File: src/rtl/core/base64_decoder_assert.svh
// ----------------------------------------------------------------------------
// Base64 decoder assertion macros
// Shared property wrappers for the decoder's concurrent checks.
// ----------------------------------------------------------------------------
`ifndef BASE64_DECODER_ASSERT_SVH
`define BASE64_DECODER_ASSERT_SVH

// Condition must hold at every clock edge outside reset.
`define B64D_ASSERT_ALWAYS(label, clk, rst, cond) \
   label: assert property (@(posedge clk) disable iff (rst) (cond)) \
      else $error("b64d invariant violated");

// Condition in one cycle implies the other in the next cycle.
`define B64D_ASSERT_NEXT(label, clk, rst, pre, post) \
   label: assert property (@(posedge clk) disable iff (rst) (pre) |=> (post)) \
      else $error("b64d sequence violated");

`endif

File: src/rtl/core/b64d_pkg.sv
// ----------------------------------------------------------------------------
// Base64 decoder package
// Types, character constants and the alphabet lookup shared by the decoder.
// ----------------------------------------------------------------------------
package b64d_pkg;

   localparam int B64D_RSP_DEPTH = 8;
   localparam int MAX_RESULTS    = 3;

   localparam logic [7:0] CHAR_UPPER_A = 8'h41;
   localparam logic [7:0] CHAR_UPPER_Z = 8'h5A;
   localparam logic [7:0] CHAR_LOWER_A = 8'h61;
   localparam logic [7:0] CHAR_LOWER_Z = 8'h7A;
   localparam logic [7:0] CHAR_DIGIT_0 = 8'h30;
   localparam logic [7:0] CHAR_DIGIT_9 = 8'h39;
   localparam logic [7:0] CHAR_PLUS    = 8'h2B;
   localparam logic [7:0] CHAR_SLASH   = 8'h2F;
   localparam logic [7:0] CHAR_PAD     = 8'h3D;

   localparam logic [7:0] LOWER_BASE  = 8'd26;
   localparam logic [7:0] DIGIT_BASE  = 8'd52;
   localparam logic [5:0] PLUS_VALUE  = 6'd62;
   localparam logic [5:0] SLASH_VALUE = 6'd63;

   // quartet flag bit positions
   localparam int FLAG_BAD  = 0;
   localparam int FLAG_PAD0 = 1;
   localparam int FLAG_PAD1 = 2;
   localparam int FLAG_PAD2 = 3;

   localparam logic [1:0] LAST_POS = 2'd3;

   typedef enum logic [1:0] {
      ST_OK        = 2'd0,
      ST_LENGTH    = 2'd1,
      ST_BAD_CHAR  = 2'd2,
      ST_EARLY_PAD = 2'd3
   } status_type;

   typedef struct packed {
      logic [5:0] value;
      logic       pad;
      logic       bad;
   } sextet_type;

   typedef struct packed {
      logic [7:0] data_byte;
      logic       byte_valid;
      logic       message_done;
      status_type status;
   } result_type;

   // up to three results caused by one character, item[0] first
   typedef struct packed {
      logic [1:0]                   count;
      result_type [MAX_RESULTS-1:0] item;
   } bundle_type;

   function automatic sextet_type sextet_of(input logic [7:0] c);
      sextet_type r;
      r = '0;
      if (c >= CHAR_UPPER_A && c <= CHAR_UPPER_Z) begin
         r.value = 6'(c - CHAR_UPPER_A);
      end else if (c >= CHAR_LOWER_A && c <= CHAR_LOWER_Z) begin
         r.value = 6'(c - CHAR_LOWER_A + LOWER_BASE);
      end else if (c >= CHAR_DIGIT_0 && c <= CHAR_DIGIT_9) begin
         r.value = 6'(c - CHAR_DIGIT_0 + DIGIT_BASE);
      end else if (c == CHAR_PLUS) begin
         r.value = PLUS_VALUE;
      end else if (c == CHAR_SLASH) begin
         r.value = SLASH_VALUE;
      end else if (c == CHAR_PAD) begin
         r.pad = 1'b1;
      end else begin
         r.bad = 1'b1;
      end
      return r;
   endfunction

endpackage

File: src/rtl/core/b64d_req_if.sv
// ----------------------------------------------------------------------------
// Base64 decoder request channel
// Valid/ready channel carrying one input character per word.
// ----------------------------------------------------------------------------
interface b64d_req_if;
   logic       valid;
   logic       ready;
   logic [7:0] char_code;
   logic       end_of_message;

   modport source (output valid, output char_code, output end_of_message, input ready);
   modport sink   (input valid, input char_code, input end_of_message, output ready);
endinterface

File: src/rtl/core/b64d_rsp_if.sv
// ----------------------------------------------------------------------------
// Base64 decoder response channel
// Valid/ready channel carrying one decoded result per word.
// ----------------------------------------------------------------------------
interface b64d_rsp_if;
   logic       valid;
   logic       ready;
   logic [7:0] data_byte;
   logic       byte_valid;
   logic       message_done;
   logic [1:0] status;

   modport source (output valid, output data_byte, output byte_valid,
                   output message_done, output status, input ready);
   modport sink   (input valid, input data_byte, input byte_valid,
                   input message_done, input status, output ready);
endinterface

File: src/rtl/core/b64d_quartet.sv
// ----------------------------------------------------------------------------
// Base64 quartet engine
// Gathers sextets, judges each quartet and forms its result words.
// ----------------------------------------------------------------------------
`include "base64_decoder_assert.svh"

module b64d_quartet
   import b64d_pkg::*;
(
   input  logic       clock,
   input  logic       reset,
   input  logic       step,
   input  logic [7:0] char_code,
   input  logic       end_of_message,
   output bundle_type bundle
);

   logic [1:0] pos_ff, pos_in;
   logic [3:0] flags_ff, flags_in;
   logic       stopped_ff, stopped_in;
   status_type status_ff, status_in;
   logic [5:0] held_ff [3];
   logic       held_we;

   sextet_type sx;
   logic [3:0] flags_now;
   logic       err;
   status_type err_status;
   logic       clear;
   logic [1:0] nbytes;
   logic [7:0] byte0, byte1, byte2;

   assign sx        = sextet_of(char_code);
   assign flags_now = flags_ff | {3'b000, sx.bad};
   assign byte0     = {held_ff[0], held_ff[1][5:4]};
   assign byte1     = {held_ff[1][3:0], held_ff[2][5:2]};
   assign byte2     = {held_ff[2][1:0], sx.value};

   always_comb begin
      err        = 1'b0;
      err_status = ST_OK;
      if (flags_now[FLAG_BAD]) begin
         err        = 1'b1;
         err_status = ST_BAD_CHAR;
      end else if (flags_now[FLAG_PAD0] || flags_now[FLAG_PAD1]) begin
         err        = 1'b1;
         err_status = ST_EARLY_PAD;
      end
   end

   always_comb begin
      bundle     = '0;
      pos_in     = pos_ff;
      flags_in   = flags_ff;
      stopped_in = stopped_ff;
      status_in  = status_ff;
      held_we    = 1'b0;
      clear      = 1'b0;
      nbytes     = 2'd0;
      if (step) begin
         if (stopped_ff) begin
            // ignore the rest of the message, report on its last character
            if (end_of_message) begin
               bundle.count                = 2'd1;
               bundle.item[0].message_done = 1'b1;
               bundle.item[0].status       = status_ff;
               clear                       = 1'b1;
            end
         end else if (pos_ff != LAST_POS) begin
            held_we  = 1'b1;
            flags_in = flags_now | (4'(sx.pad) << (3'(pos_ff) + 3'(FLAG_PAD0)));
            pos_in   = pos_ff + 2'd1;
            if (end_of_message) begin
               bundle.count                = 2'd1;
               bundle.item[0].message_done = 1'b1;
               bundle.item[0].status       = ST_LENGTH;
               clear                       = 1'b1;
            end
         end else begin
            pos_in   = 2'd0;
            flags_in = '0;
            if (err) begin
               stopped_in = 1'b1;
               status_in  = err_status;
               if (end_of_message) begin
                  bundle.count                = 2'd1;
                  bundle.item[0].message_done = 1'b1;
                  bundle.item[0].status       = err_status;
                  clear                       = 1'b1;
               end
            end else begin
               status_in = ST_OK;
               if (flags_now[FLAG_PAD2]) begin
                  nbytes     = 2'd1;
                  stopped_in = 1'b1;
               end else if (sx.pad) begin
                  nbytes     = 2'd2;
                  stopped_in = 1'b1;
               end else begin
                  nbytes = 2'd3;
               end
               bundle.count = nbytes;
               bundle.item[0].data_byte  = byte0;
               bundle.item[0].byte_valid = 1'b1;
               bundle.item[1].data_byte  = byte1;
               bundle.item[1].byte_valid = 1'b1;
               bundle.item[2].data_byte  = byte2;
               bundle.item[2].byte_valid = 1'b1;
               // done rides on the last byte of the quartet
               case (nbytes)
                  2'd1:    bundle.item[0].message_done = end_of_message;
                  2'd2:    bundle.item[1].message_done = end_of_message;
                  default: bundle.item[2].message_done = end_of_message;
               endcase
               // drop bytes beyond the count
               if (nbytes < 2'd3) begin
                  bundle.item[2] = '0;
               end
               if (nbytes < 2'd2) begin
                  bundle.item[1] = '0;
               end
               clear = end_of_message;
            end
         end
      end
      if (clear) begin
         pos_in     = 2'd0;
         flags_in   = '0;
         stopped_in = 1'b0;
         status_in  = ST_OK;
      end
   end

   always_ff @(posedge clock) begin
      if (reset) begin
         pos_ff     <= 2'd0;
         flags_ff   <= '0;
         stopped_ff <= 1'b0;
         status_ff  <= ST_OK;
      end else begin
         pos_ff     <= pos_in;
         flags_ff   <= flags_in;
         stopped_ff <= stopped_in;
         status_ff  <= status_in;
      end
   end

   always_ff @(posedge clock) begin
      if (held_we && !sx.pad) begin
         held_ff[pos_ff] <= sx.value;
      end else if (held_we) begin
         held_ff[pos_ff] <= '0;
      end
   end

   `B64D_ASSERT_ALWAYS(a_stop_aligned, clock, reset, !stopped_ff || pos_ff == 2'd0)
   `B64D_ASSERT_ALWAYS(a_status_quiet, clock, reset, stopped_ff || status_ff == ST_OK)
   `B64D_ASSERT_NEXT(a_eom_clears, clock, reset, step && end_of_message,
      pos_ff == 2'd0 && !stopped_ff && flags_ff == 4'd0)

endmodule

File: src/rtl/core/b64d_rsp_fifo.sv
// ----------------------------------------------------------------------------
// Base64 decoder result queue
// Takes up to three result words a cycle and hands them out one at a time.
// ----------------------------------------------------------------------------
`include "base64_decoder_assert.svh"

module b64d_rsp_fifo
   import b64d_pkg::*;
#(
   parameter int DEPTH = B64D_RSP_DEPTH
) (
   input  logic       clock,
   input  logic       reset,
   input  bundle_type push,
   output logic       room,
   b64d_rsp_if.source rsp_bus
);

   localparam int AW = $clog2(DEPTH);
   localparam logic [AW:0] ROOM_LIMIT = (AW+1)'(DEPTH - MAX_RESULTS);

   result_type      mem [DEPTH];
   logic [AW-1:0]   wr_ptr_ff, wr_ptr_in;
   logic [AW-1:0]   rd_ptr_ff, rd_ptr_in;
   logic [AW:0]     count_ff, count_in;
   logic            pop;
   result_type      head;

   assign room = count_ff <= ROOM_LIMIT;
   assign pop  = rsp_bus.valid && rsp_bus.ready;
   assign head = mem[rd_ptr_ff];

   assign rsp_bus.valid        = count_ff != '0;
   assign rsp_bus.data_byte    = head.data_byte;
   assign rsp_bus.byte_valid   = head.byte_valid;
   assign rsp_bus.message_done = head.message_done;
   assign rsp_bus.status       = head.status;

   assign wr_ptr_in = wr_ptr_ff + AW'(push.count);
   assign rd_ptr_in = rd_ptr_ff + AW'(pop);
   assign count_in  = count_ff + (AW+1)'(push.count) - (AW+1)'(pop);

   always_ff @(posedge clock) begin
      for (int k = 0; k < MAX_RESULTS; k++) begin
         if (2'(k) < push.count) begin
            mem[wr_ptr_ff + AW'(k)] <= push.item[k];
         end
      end
   end

   always_ff @(posedge clock) begin
      if (reset) begin
         wr_ptr_ff <= '0;
         rd_ptr_ff <= '0;
         count_ff  <= '0;
      end else begin
         wr_ptr_ff <= wr_ptr_in;
         rd_ptr_ff <= rd_ptr_in;
         count_ff  <= count_in;
      end
   end

   `B64D_ASSERT_ALWAYS(a_no_overflow, clock, reset, count_ff <= (AW+1)'(DEPTH))
   `B64D_ASSERT_ALWAYS(a_push_fits, clock, reset, push.count == 2'd0 || room)
   `B64D_ASSERT_NEXT(a_pop_drains, clock, reset, pop && push.count == 2'd0,
      count_ff == $past(count_ff) - 1'b1)

endmodule

File: src/rtl/core/base64_decoder.sv
// ----------------------------------------------------------------------------
// Base64 decoder
// Streaming standard-alphabet Base64 decoder, one character per word in,
// one decoded byte or status word out.
// ----------------------------------------------------------------------------
//   channel   dir   word contents
//   req_bus   in    char_code[7:0], end_of_message
//   rsp_bus   out   data_byte[7:0], byte_valid, message_done, status[1:0]
//
// One character is taken every cycle while the result queue has room for
// three words; a quartet gives at most three bytes per four characters.
// A taken character is held in the input register until the queue has room;
// its results then pass through the quartet engine into the result queue.
// reset is synchronous and clears message state and the queue.
// A stalled rsp_bus fills the queue (DEPTH words, a power of two, at least
// four) until fewer than three words are free; the waiting character then
// holds req_bus.ready low.
// ----------------------------------------------------------------------------
module base64_decoder
   import b64d_pkg::*;
#(
   parameter int DEPTH = B64D_RSP_DEPTH
) (
   input  logic       clock,
   input  logic       reset,
   b64d_req_if.sink   req_bus,
   b64d_rsp_if.source rsp_bus
);

   // input register
   logic       in_valid_ff, in_valid_in;
   logic [7:0] in_char_ff;
   logic       in_eom_ff;

   logic       room;
   logic       step;
   logic       take;
   bundle_type bundle;

   // advance the held character when the queue can absorb its results
   assign step            = in_valid_ff && room;
   assign req_bus.ready   = !in_valid_ff || room;
   assign take            = req_bus.valid && req_bus.ready;
   assign in_valid_in     = take || (in_valid_ff && !room);

   always_ff @(posedge clock) begin
      if (reset) begin
         in_valid_ff <= 1'b0;
      end else begin
         in_valid_ff <= in_valid_in;
      end
   end

   // payload needs no reset; load only on a taken word
   always_ff @(posedge clock) begin
      if (take) begin
         in_char_ff <= req_bus.char_code;
         in_eom_ff  <= req_bus.end_of_message;
      end
   end

   b64d_quartet u_quartet (
      .clock          (clock),
      .reset          (reset),
      .step           (step),
      .char_code      (in_char_ff),
      .end_of_message (in_eom_ff),
      .bundle         (bundle)
   );

   b64d_rsp_fifo #(
      .DEPTH (DEPTH)
   ) u_rsp_fifo (
      .clock   (clock),
      .reset   (reset),
      .push    (bundle),
      .room    (room),
      .rsp_bus (rsp_bus)
   );

endmodule
File: src/flat_wrapper.sv
// flat-port wrapper written by rule: the top's interface ports become plain ports
module base64_decoder_flat import b64d_pkg::*;
#(
   parameter int DEPTH = B64D_RSP_DEPTH
)
  (clock, reset, req_bus_valid, req_bus_char_code, req_bus_end_of_message, req_bus_ready, rsp_bus_valid, rsp_bus_data_byte, rsp_bus_byte_valid, rsp_bus_message_done, rsp_bus_status, rsp_bus_ready);
  b64d_req_if req_bus_i ();
  b64d_rsp_if rsp_bus_i ();
  input  logic clock;
  input  logic reset;
  input wire logic [$bits(req_bus_i.valid)-1:0] req_bus_valid;
  input wire logic [$bits(req_bus_i.char_code)-1:0] req_bus_char_code;
  input wire logic [$bits(req_bus_i.end_of_message)-1:0] req_bus_end_of_message;
  output wire logic [$bits(req_bus_i.ready)-1:0] req_bus_ready;
  output wire logic [$bits(rsp_bus_i.valid)-1:0] rsp_bus_valid;
  output wire logic [$bits(rsp_bus_i.data_byte)-1:0] rsp_bus_data_byte;
  output wire logic [$bits(rsp_bus_i.byte_valid)-1:0] rsp_bus_byte_valid;
  output wire logic [$bits(rsp_bus_i.message_done)-1:0] rsp_bus_message_done;
  output wire logic [$bits(rsp_bus_i.status)-1:0] rsp_bus_status;
  input wire logic [$bits(rsp_bus_i.ready)-1:0] rsp_bus_ready;
  assign req_bus_i.valid = req_bus_valid;
  assign req_bus_i.char_code = req_bus_char_code;
  assign req_bus_i.end_of_message = req_bus_end_of_message;
  assign req_bus_ready = req_bus_i.ready;
  assign rsp_bus_valid = rsp_bus_i.valid;
  assign rsp_bus_data_byte = rsp_bus_i.data_byte;
  assign rsp_bus_byte_valid = rsp_bus_i.byte_valid;
  assign rsp_bus_message_done = rsp_bus_i.message_done;
  assign rsp_bus_status = rsp_bus_i.status;
  assign rsp_bus_i.ready = rsp_bus_ready;
  base64_decoder #(.DEPTH(DEPTH)) u_core (.clock(clock), .reset(reset), .req_bus(req_bus_i), .rsp_bus(rsp_bus_i));
endmodule
File: config.mk
export PLATFORM = sky130hd
export DESIGN_NAME = base64_decoder_flat
export DESIGN_NICKNAME = d
export VERILOG_FILES = /design/src/rtl/core/b64d_pkg.sv /design/src/rtl/core/b64d_req_if.sv /design/src/rtl/core/b64d_rsp_if.sv /design/src/rtl/core/b64d_quartet.sv /design/src/rtl/core/b64d_rsp_fifo.sv /design/src/rtl/core/base64_decoder.sv /design/src/flat_wrapper.sv
export VERILOG_INCLUDE_DIRS = /design/src /design/src/rtl/core
export SDC_FILE = /design/constraint.sdc
export NUM_CORES = 1
export LEC_CHECK = 0
export ABC_AREA = 1
export BUFFER_PORTS_ARGS = -buffer_cell sky130_fd_sc_hd__buf_2
export CAP_MARGIN = 5
export CORE_UTILIZATION = 50
export DETAILED_ROUTE_END_ITERATION = 12
export GPL_ROUTABILITY_DRIVEN = 0
export PLACE_DENSITY = 0.66
export SLEW_MARGIN = 20
export SYNTH_ARGS = -nofsm -noshare
export SYNTH_HDL_FRONTEND = slang
export SYNTH_SLANG_ARGS = --single-unit
File: constraint.sdc
create_clock -name clock -period 6.29 [get_ports clock]
set_input_delay 1.258 -clock clock [delete_from_list [all_inputs] [get_ports clock]]
set_output_delay 1.258 -clock clock [all_outputs]
set_load 0.01 [all_outputs]
# Word-level counts from Yosys, hierarchy flattened
# Memory sizes are Yosys's and may differ from the RTL's. A register that Yosys moved wholly into a read port is not among the register bits.
# Cells that the tools add are included.
[word_totals] ff_bits=29 mem_bits_rw=114 input_bits=13 output_inout_bits=14 elab_cells=139 n_memories=2
[op_classes] addsub=13 n_lt_le_gt_ge=12 eq_ne=6 n_shift=1 n_mux=71 n_bitwise=5 n_reduce_logical=19
[mem_list] name="u_core.u_rsp_fifo.mem" words=8 width=12 read_ports=1 rd_clocked_by_memory_dff=1 write_ports=3 line_no="b64d_rsp_fifo.sv:22" text="result_type mem [DEPTH];"
[mem_list] name="u_core.u_quartet.held_ff" words=3 width=6 read_ports=3 rd_clocked_by_memory_dff=0 write_ports=1 line_no="b64d_quartet.sv:22" text="logic [5:0] held_ff [3];"
[ops] operator="$mux 33" n=3
[ops] operator="$mux 38" n=1
[ops] operator="$mux 2" n=18
[ops] operator="$mux 6" n=6
[ops] operator="$mux 1" n=34
[ops] operator="$eq 8x6->1 const B" n=3
[ops] operator="$mux 12" n=2
[ops] operator="$mux 3" n=6
[ops] operator="$ge 8x7->1 const B" n=2
[ops] operator="$le 8x7->1 const B" n=2
[ops] operator="$sub 6x6->6 const B" n=2
[ops] operator="$ge 8x6->1 const B" n=1
[ops] operator="$le 8x6->1 const B" n=1
[ops] operator="$logic_and 1x1->1" n=8
[ops] operator="$add 6x5->6 const B" n=1
[ops] operator="$add 6x6->6 const B" n=1
[ops] operator="$sub 6x1->6 const B" n=1
[ops] operator="$add 4x2->4" n=1
[ops] operator="$le 4x3->1 const B" n=1
[ops] operator="$lt 1x2->1 const A" n=2
[ops] operator="$lt 2x2->1 const B" n=2
[ops] operator="$mux 4" n=1
[ops] operator="$or 4x1->4" n=1
[ops] operator="$or 4x4->4" n=1
[ops] operator="20 further kinds" n=26

# Longest topological paths before layout
[depth] word_depth=26 mapped_depth=22 depth_no_buf=21

# Modules after synthesis
# From an unflattened synthesis, not the netlist that was laid out.
[unflattened] hier_cells=1301 area_unflattened_um2=9785.6
[by_module_without_submodules] mod="b64d_rsp_fifo" n_inst=1 cells_each=994 area_per_inst_um2=7340.8 seq_area_each_um2=3083.0
[by_module_without_submodules] mod="b64d_quartet" n_inst=1 cells_each=290 area_per_inst_um2=2119.5 seq_area_each_um2=720.7
[by_module_without_submodules] mod="base64_decoder" n_inst=1 cells_each=17 area_per_inst_um2=325.3 seq_area_each_um2=290.3

# Worst setup path after synthesis
# No wires, ideal clock.
[synth_timing] path_kind="register -> register" from="reg u_core.in_char_ff[2]" to="reg u_core.u_rsp_fifo.count_ff[2]" setup_time_ns=0.128 t_arrival_ns=3.137 t_required_ns=6.162 slack_ns=3.025 path_stages_with_launch=20 path_buffers=2 period_less_slack_ns=3.265 cell_sequence="edfxtp_1 > inv_1 > ha_1 > nand2_1 > a21oi_1 > o21ai_4 > nand2_2 > nand3_2 > nand4_4 > nand2_2 > buf_4 > buf_2 > nand2_1 > ha_1 > inv_1 > ha_1 > inv_1 > fa_1 > xor2_1 > nor2_1"
[synth_via] elab_chain_len=19 word_cells_on_any_way=33 cone_classes="2 x add/sub; 6 x order compare; 3 x eq/ne; 18 x mux; 1 x bitwise; 3 x reduce/logical"
[synth_rtl] element="from (decl)" line_no="base64_decoder.sv:32" text="logic [7:0] in_char_ff;"
[synth_rtl] element="from (signal assigned)" line_no="base64_decoder.sv:57" text="in_char_ff <= req_bus.char_code;"
[synth_rtl] element="$eq 8x6->1" line_no="b64d_pkg.sv:72" text="end else if (c == CHAR_PAD) begin"
[synth_rtl] element="$mux 1" line_no="b64d_pkg.sv:72"
[synth_rtl] element="$mux 2" line_no="b64d_pkg.sv:70" text="end else if (c == CHAR_SLASH) begin"
[synth_rtl] element="$mux 2" line_no="b64d_pkg.sv:68" text="end else if (c == CHAR_PLUS) begin"
[synth_rtl] element="$mux 2" line_no="b64d_pkg.sv:66" text="end else if (c >= CHAR_DIGIT_0 && c <= CHAR_DIGIT_9) begin"
[synth_rtl] element="$mux 2" line_no="b64d_pkg.sv:64" text="end else if (c >= CHAR_LOWER_A && c <= CHAR_LOWER_Z) begin"
[synth_rtl] element="$mux 2 (*)" line_no="b64d_pkg.sv:62" text="if (c >= CHAR_UPPER_A && c <= CHAR_UPPER_Z) begin"
[synth_rtl] element="$mux 1" line_no="b64d_quartet.sv:96" text="end else if (sx.pad) begin"
[synth_rtl] element="[... 3 more ...]"
[synth_rtl] element="$mux 2" line_no="b64d_quartet.sv:61" text="if (stopped_ff) begin"
[synth_rtl] element="$mux 2" line_no="b64d_quartet.sv:60" text="if (step) begin"
[synth_rtl] element="$mux 2 (*)" line_no="b64d_quartet.sv:82" text="if (err) begin"
[synth_rtl] element="$mux 2 (*)" line_no="b64d_quartet.sv:69" text="end else if (pos_ff != LAST_POS) begin"
[synth_rtl] element="$mux 2 (*)" line_no="b64d_quartet.sv:61"
[synth_rtl] element="$mux 38 (*)" line_no="b64d_quartet.sv:60"
[synth_rtl] element="$add 4x2->4 (*)" line_no="b64d_rsp_fifo.sv:41" text="assign count_in = count_ff + (AW+1)'(push.count) - (AW+1)'(pop);"
[synth_rtl] element="$sub 4x1->4 (*)" line_no="b64d_rsp_fifo.sv:41"
[synth_rtl] element="to (signal assigned)" line_no="b64d_rsp_fifo.sv:59" text="count_ff <= count_in;"
[synth_rtl] element="to (decl)" line_no="b64d_rsp_fifo.sv:25" text="logic [AW:0] count_ff, count_in;"
# Mark *: on every way between the ends. The rest lies on a longest branch, timed or not. The select of a mux whose other input is x is not followed.
# A chain may end at the register's enable or synchronous reset.

# Worst setup path in the final report
# Ends and elaborated chain as after synthesis.

==> results.json <==
{
  "cts.sinks": 143,
  "wl_per_cell_um": 19.59,
  "rsz0062_at_grt": "no",
  "synthFlopType": "edfxtp_1",
  "p_leak_nw": 4.779,
  "cts_inserted_buffers": 17,
  "crit_required_ns": 6.62,
  "drt-pass1-iter-count": 8,
  "vias": 9047,
  "ys_ff_latch": 143,
  "outcome": "complete, no violations",
  "power.switching_w": 0.001033,
  "slew_viol_final": 0,
  "max_clock_freq_mhz": 238.0,
  "path_delay_family": "simple AND/OR/NAND/NOR gates",
  "setup_tns_ns": 0,
  "core-area_sq_um": 18640,
  "synth_top_area_share_pct": 33.88,
  "finalPower_w": 0.002951,
  "postCtsResizedCells": 0,
  "post_cts.repair.setup_buffers": 0,
  "internal_power_w": 0.001919,
  "io_pins": 27,
  "syn-num-nets": 1313,
  "worstPathCellList": "inv_1, ha_1, nand4_1, a21boi_2, nor2_1, nand3_2, nand4_4, nand2_2, nand2_1, ha_1, inv_1, ha_1, inv_1, fa_1, xor2_1, nor2_1",
  "maxCapViolCount": 0,
  "synth_common_cells": "nand2_1 (222), nand3_1 (191), nor2_1 (169)",
  "fin_nets": 1302,
  "cts_buffer_depth": 2,
  "cts_tree": "built",
  "skew_ns": 0.01010,
  "final_hold_viol_count": 0,
  "grt_usage_pct": 31.21,
  "crit_type": "reg2reg",
  "rows": 50,
  "arrival_ns": 4.53,
  "r2r_cells": 16,
  "synth-edff-count": 107,
  "reg2reg_to": "u_core.u_rsp_fifo.count_ff[2]",
  "syn_area_sq_um": 9484,
  "r2r_start": "u_core.in_char_ff[2]",
  "p_clk_share_pct": 36.2,
  "slowest_stage": "nand2_2",
  "fin_crit_sh_pct": 66.81,
  "yosysSeqAreaShare_pct": 41.48,
  "dieArea_sq_um": 19520,
  "setup_viol": 0,
  "worstMarginPinSlew_ns": 1.121,
  "hold_buffers": 0,
  "ys_warn_count": 0,
  "grt_pass1_vias": 8130,
  "die_w_um": 139.7,
  "fin_cells": 1510,
  "antenna_found_initial": 0,
  "swShare_pct": 35.00,
  "synthTopCellsByArea": "edfxtp_1 (34%), nand3_1 (10%), nand2_1 (8.8%)",
  "start_kind": "flop",
  "drt_iter0_markers": 1152,
  "r2r_setup_slack_ns": 2.09,
  "crit_path_max_incr_delay_ns": 0.76,
  "p_comb_share_pct": 26.3,
  "cts-root-buf": "clkbuf_16",
  "synth_cell_types": 48,
  "hold_path_class": "reg2reg",
  "grt_max_degree": 50,
  "synth_top_area_cell": "edfxtp_1",
  "vias_per_cell": 5.991,
  "start_util_pct": 50.87,
  "fin_crit_ns": 4.202,
  "clock_tree.htree_level_count": 4,
  "clkLatencyLatePin_ns": 0.43,
  "port_buffers": 26,
  "ant_nets": 0,
  "drive_gt1_share_pct": 10.34,
  "synth_cells": 1274,
  "ir_worst_vdd_v": 0.0001685,
  "num_antenna_cells": 0,
  "hold_end": "u_core.u_rsp_fifo.mem[5][0]",
  "wl_um": 29590,
  "p_per_area_nw_per_um2": 285.5,
  "hold_depth": 2,
  "die_h_um": 139.7,
  "async_flop_share_pct": 0,
  "path_buf_inv": 3,
  "drc": 0,
  "hold_path_startpoint": "u_core.u_rsp_fifo.mem[5][0]",
  "syn_area_per_cell_sq_um": 7.444,
  "worst-path-max-fanout": 44,
  "clk_pin_slew_ns": 0.07,
  "pwr-share-seq_pct": 37.5,
  "dp.cells": 1478,
  "dp_hpwl_um": 20780,
  "areaGrowthSynthToFinish_pct": 8.997,
  "slew_headroom_pct": 25.27,
  "synth_most_common_cell": "nand2_1",
  "cp-end-kind": "flop",
  "overflow": 0,
  "grt_pass1_wl_um": 46040
}
[how the worst max path moves through the flow]
stage	startpoint	endpoint	slack, ns	depth (start not counted)
after floorplan	u_core.in_char_ff[2]	u_core.u_rsp_fifo.count_ff[2]	3.03	19
after global placement	u_core.in_char_ff[2]	u_core.u_rsp_fifo.count_ff[2]	2.27	17
after detailed placement	u_core.in_char_ff[2]	u_core.u_rsp_fifo.count_ff[2]	2.18	16
after CTS	u_core.in_char_ff[2]	u_core.u_rsp_fifo.count_ff[2]	2.16	16
after global routing	u_core.u_quartet.pos_ff[0]	u_core.u_rsp_fifo.count_ff[3]	1.80	16
final	u_core.in_char_ff[2]	u_core.u_rsp_fifo.count_ff[2]	2.09	16
[cells in the final DEF, fill, tap and decap left out, types with 18 or more instances in the layout]
cell         n
nand2_1    222
nand3_1    191
nor2_1     169
inv_1      139
edfxtp_1   107
nand4_1     86
o21ai_0     57
dfxtp_1     36
a21oi_1     30
buf_2       26
ha_1        24
buf_4       22
clkbuf_16   18
[stage by stage]
step                      worst slack (ns)  instance area, sq um  hold WS [ns]  utilization [%]
after floorplan                      3.025                  9484        0.4351                -
after global placement               2.266                  9717        0.4502            52.12
after detailed placement             2.184                  9717        0.4580            52.12
after CTS                            2.160                 10330        0.4683            55.43
after global routing                 1.799                 10340        0.4765            55.45
final                                2.088                 10340        0.4708            55.45
[cells by family (layout without fill, tap and decap cells)]
group           after synthesis  count (layout)  share of synthesized area, %
simple gates                723             723                         35.79
xor+xnor                      8               8                        0.7388
compound gates              136             136                         8.074
flops                       143             143                         41.48
fa+ha+maj                    26              26                         3.588
buf+inv                     238             240                         10.33
[metal layers]
layer  track usage (%)  routed length (um)  vias to the layer above
met1             42.84               12470                     4158
met3             6.056                2775                       88
li1                  -                   -                     4299
met4             11.05                 863                        0
met5                 0                   0                        -
met2             49.08               13480                      502
[power by group through the flow]
stage	clock [W]	sequential [W]	combinational [W]
3_5_place_dp	0	0.00112	0.000766
5_1_grt	0.00112	0.00111	0.000868
4_1_cts	0.00108	0.00110	0.000769
3_3_place_gp	0	0.00112	0.000758
2_1_floorplan	0	0.00110	0.000549
6_report	0.00107	0.00111	0.000777
[state kept, by name, summed over array words and instances (netlist names), 2 cells and up]
name and cells:
u_core.u_rsp_fifo.mem 96, u_core.u_quartet.held_ff 18, u_core.in_char_ff 8, u_core.u_quartet.flags_ff 4
u_core.u_rsp_fifo.count_ff 4, u_core.u_rsp_fifo.rd_ptr_ff 3, u_core.u_rsp_fifo.wr_ptr_ff 3, u_core.u_quartet.pos_ff 2
u_core.u_quartet.status_ff 2
[tightest hold or removal path, stage by stage (launching register included)]
cell and delay, ns:
dfxtp_1 0.31, nand2_1 0.06, a21oi_1 0.05
[layout make-up]
class                           count  area (sq um)
Clock buffer                       18         450.4
Tap cell                          234         292.8
Timing Repair Buffer               48         295.3
Clock inverter                     14         166.4
Sequential cell                   143          3934
Inverter                          160         603.1
Multi-Input combinational cell    893          4596
Fill cell                        1747          8305
Power figures use the tool's default switching activity.
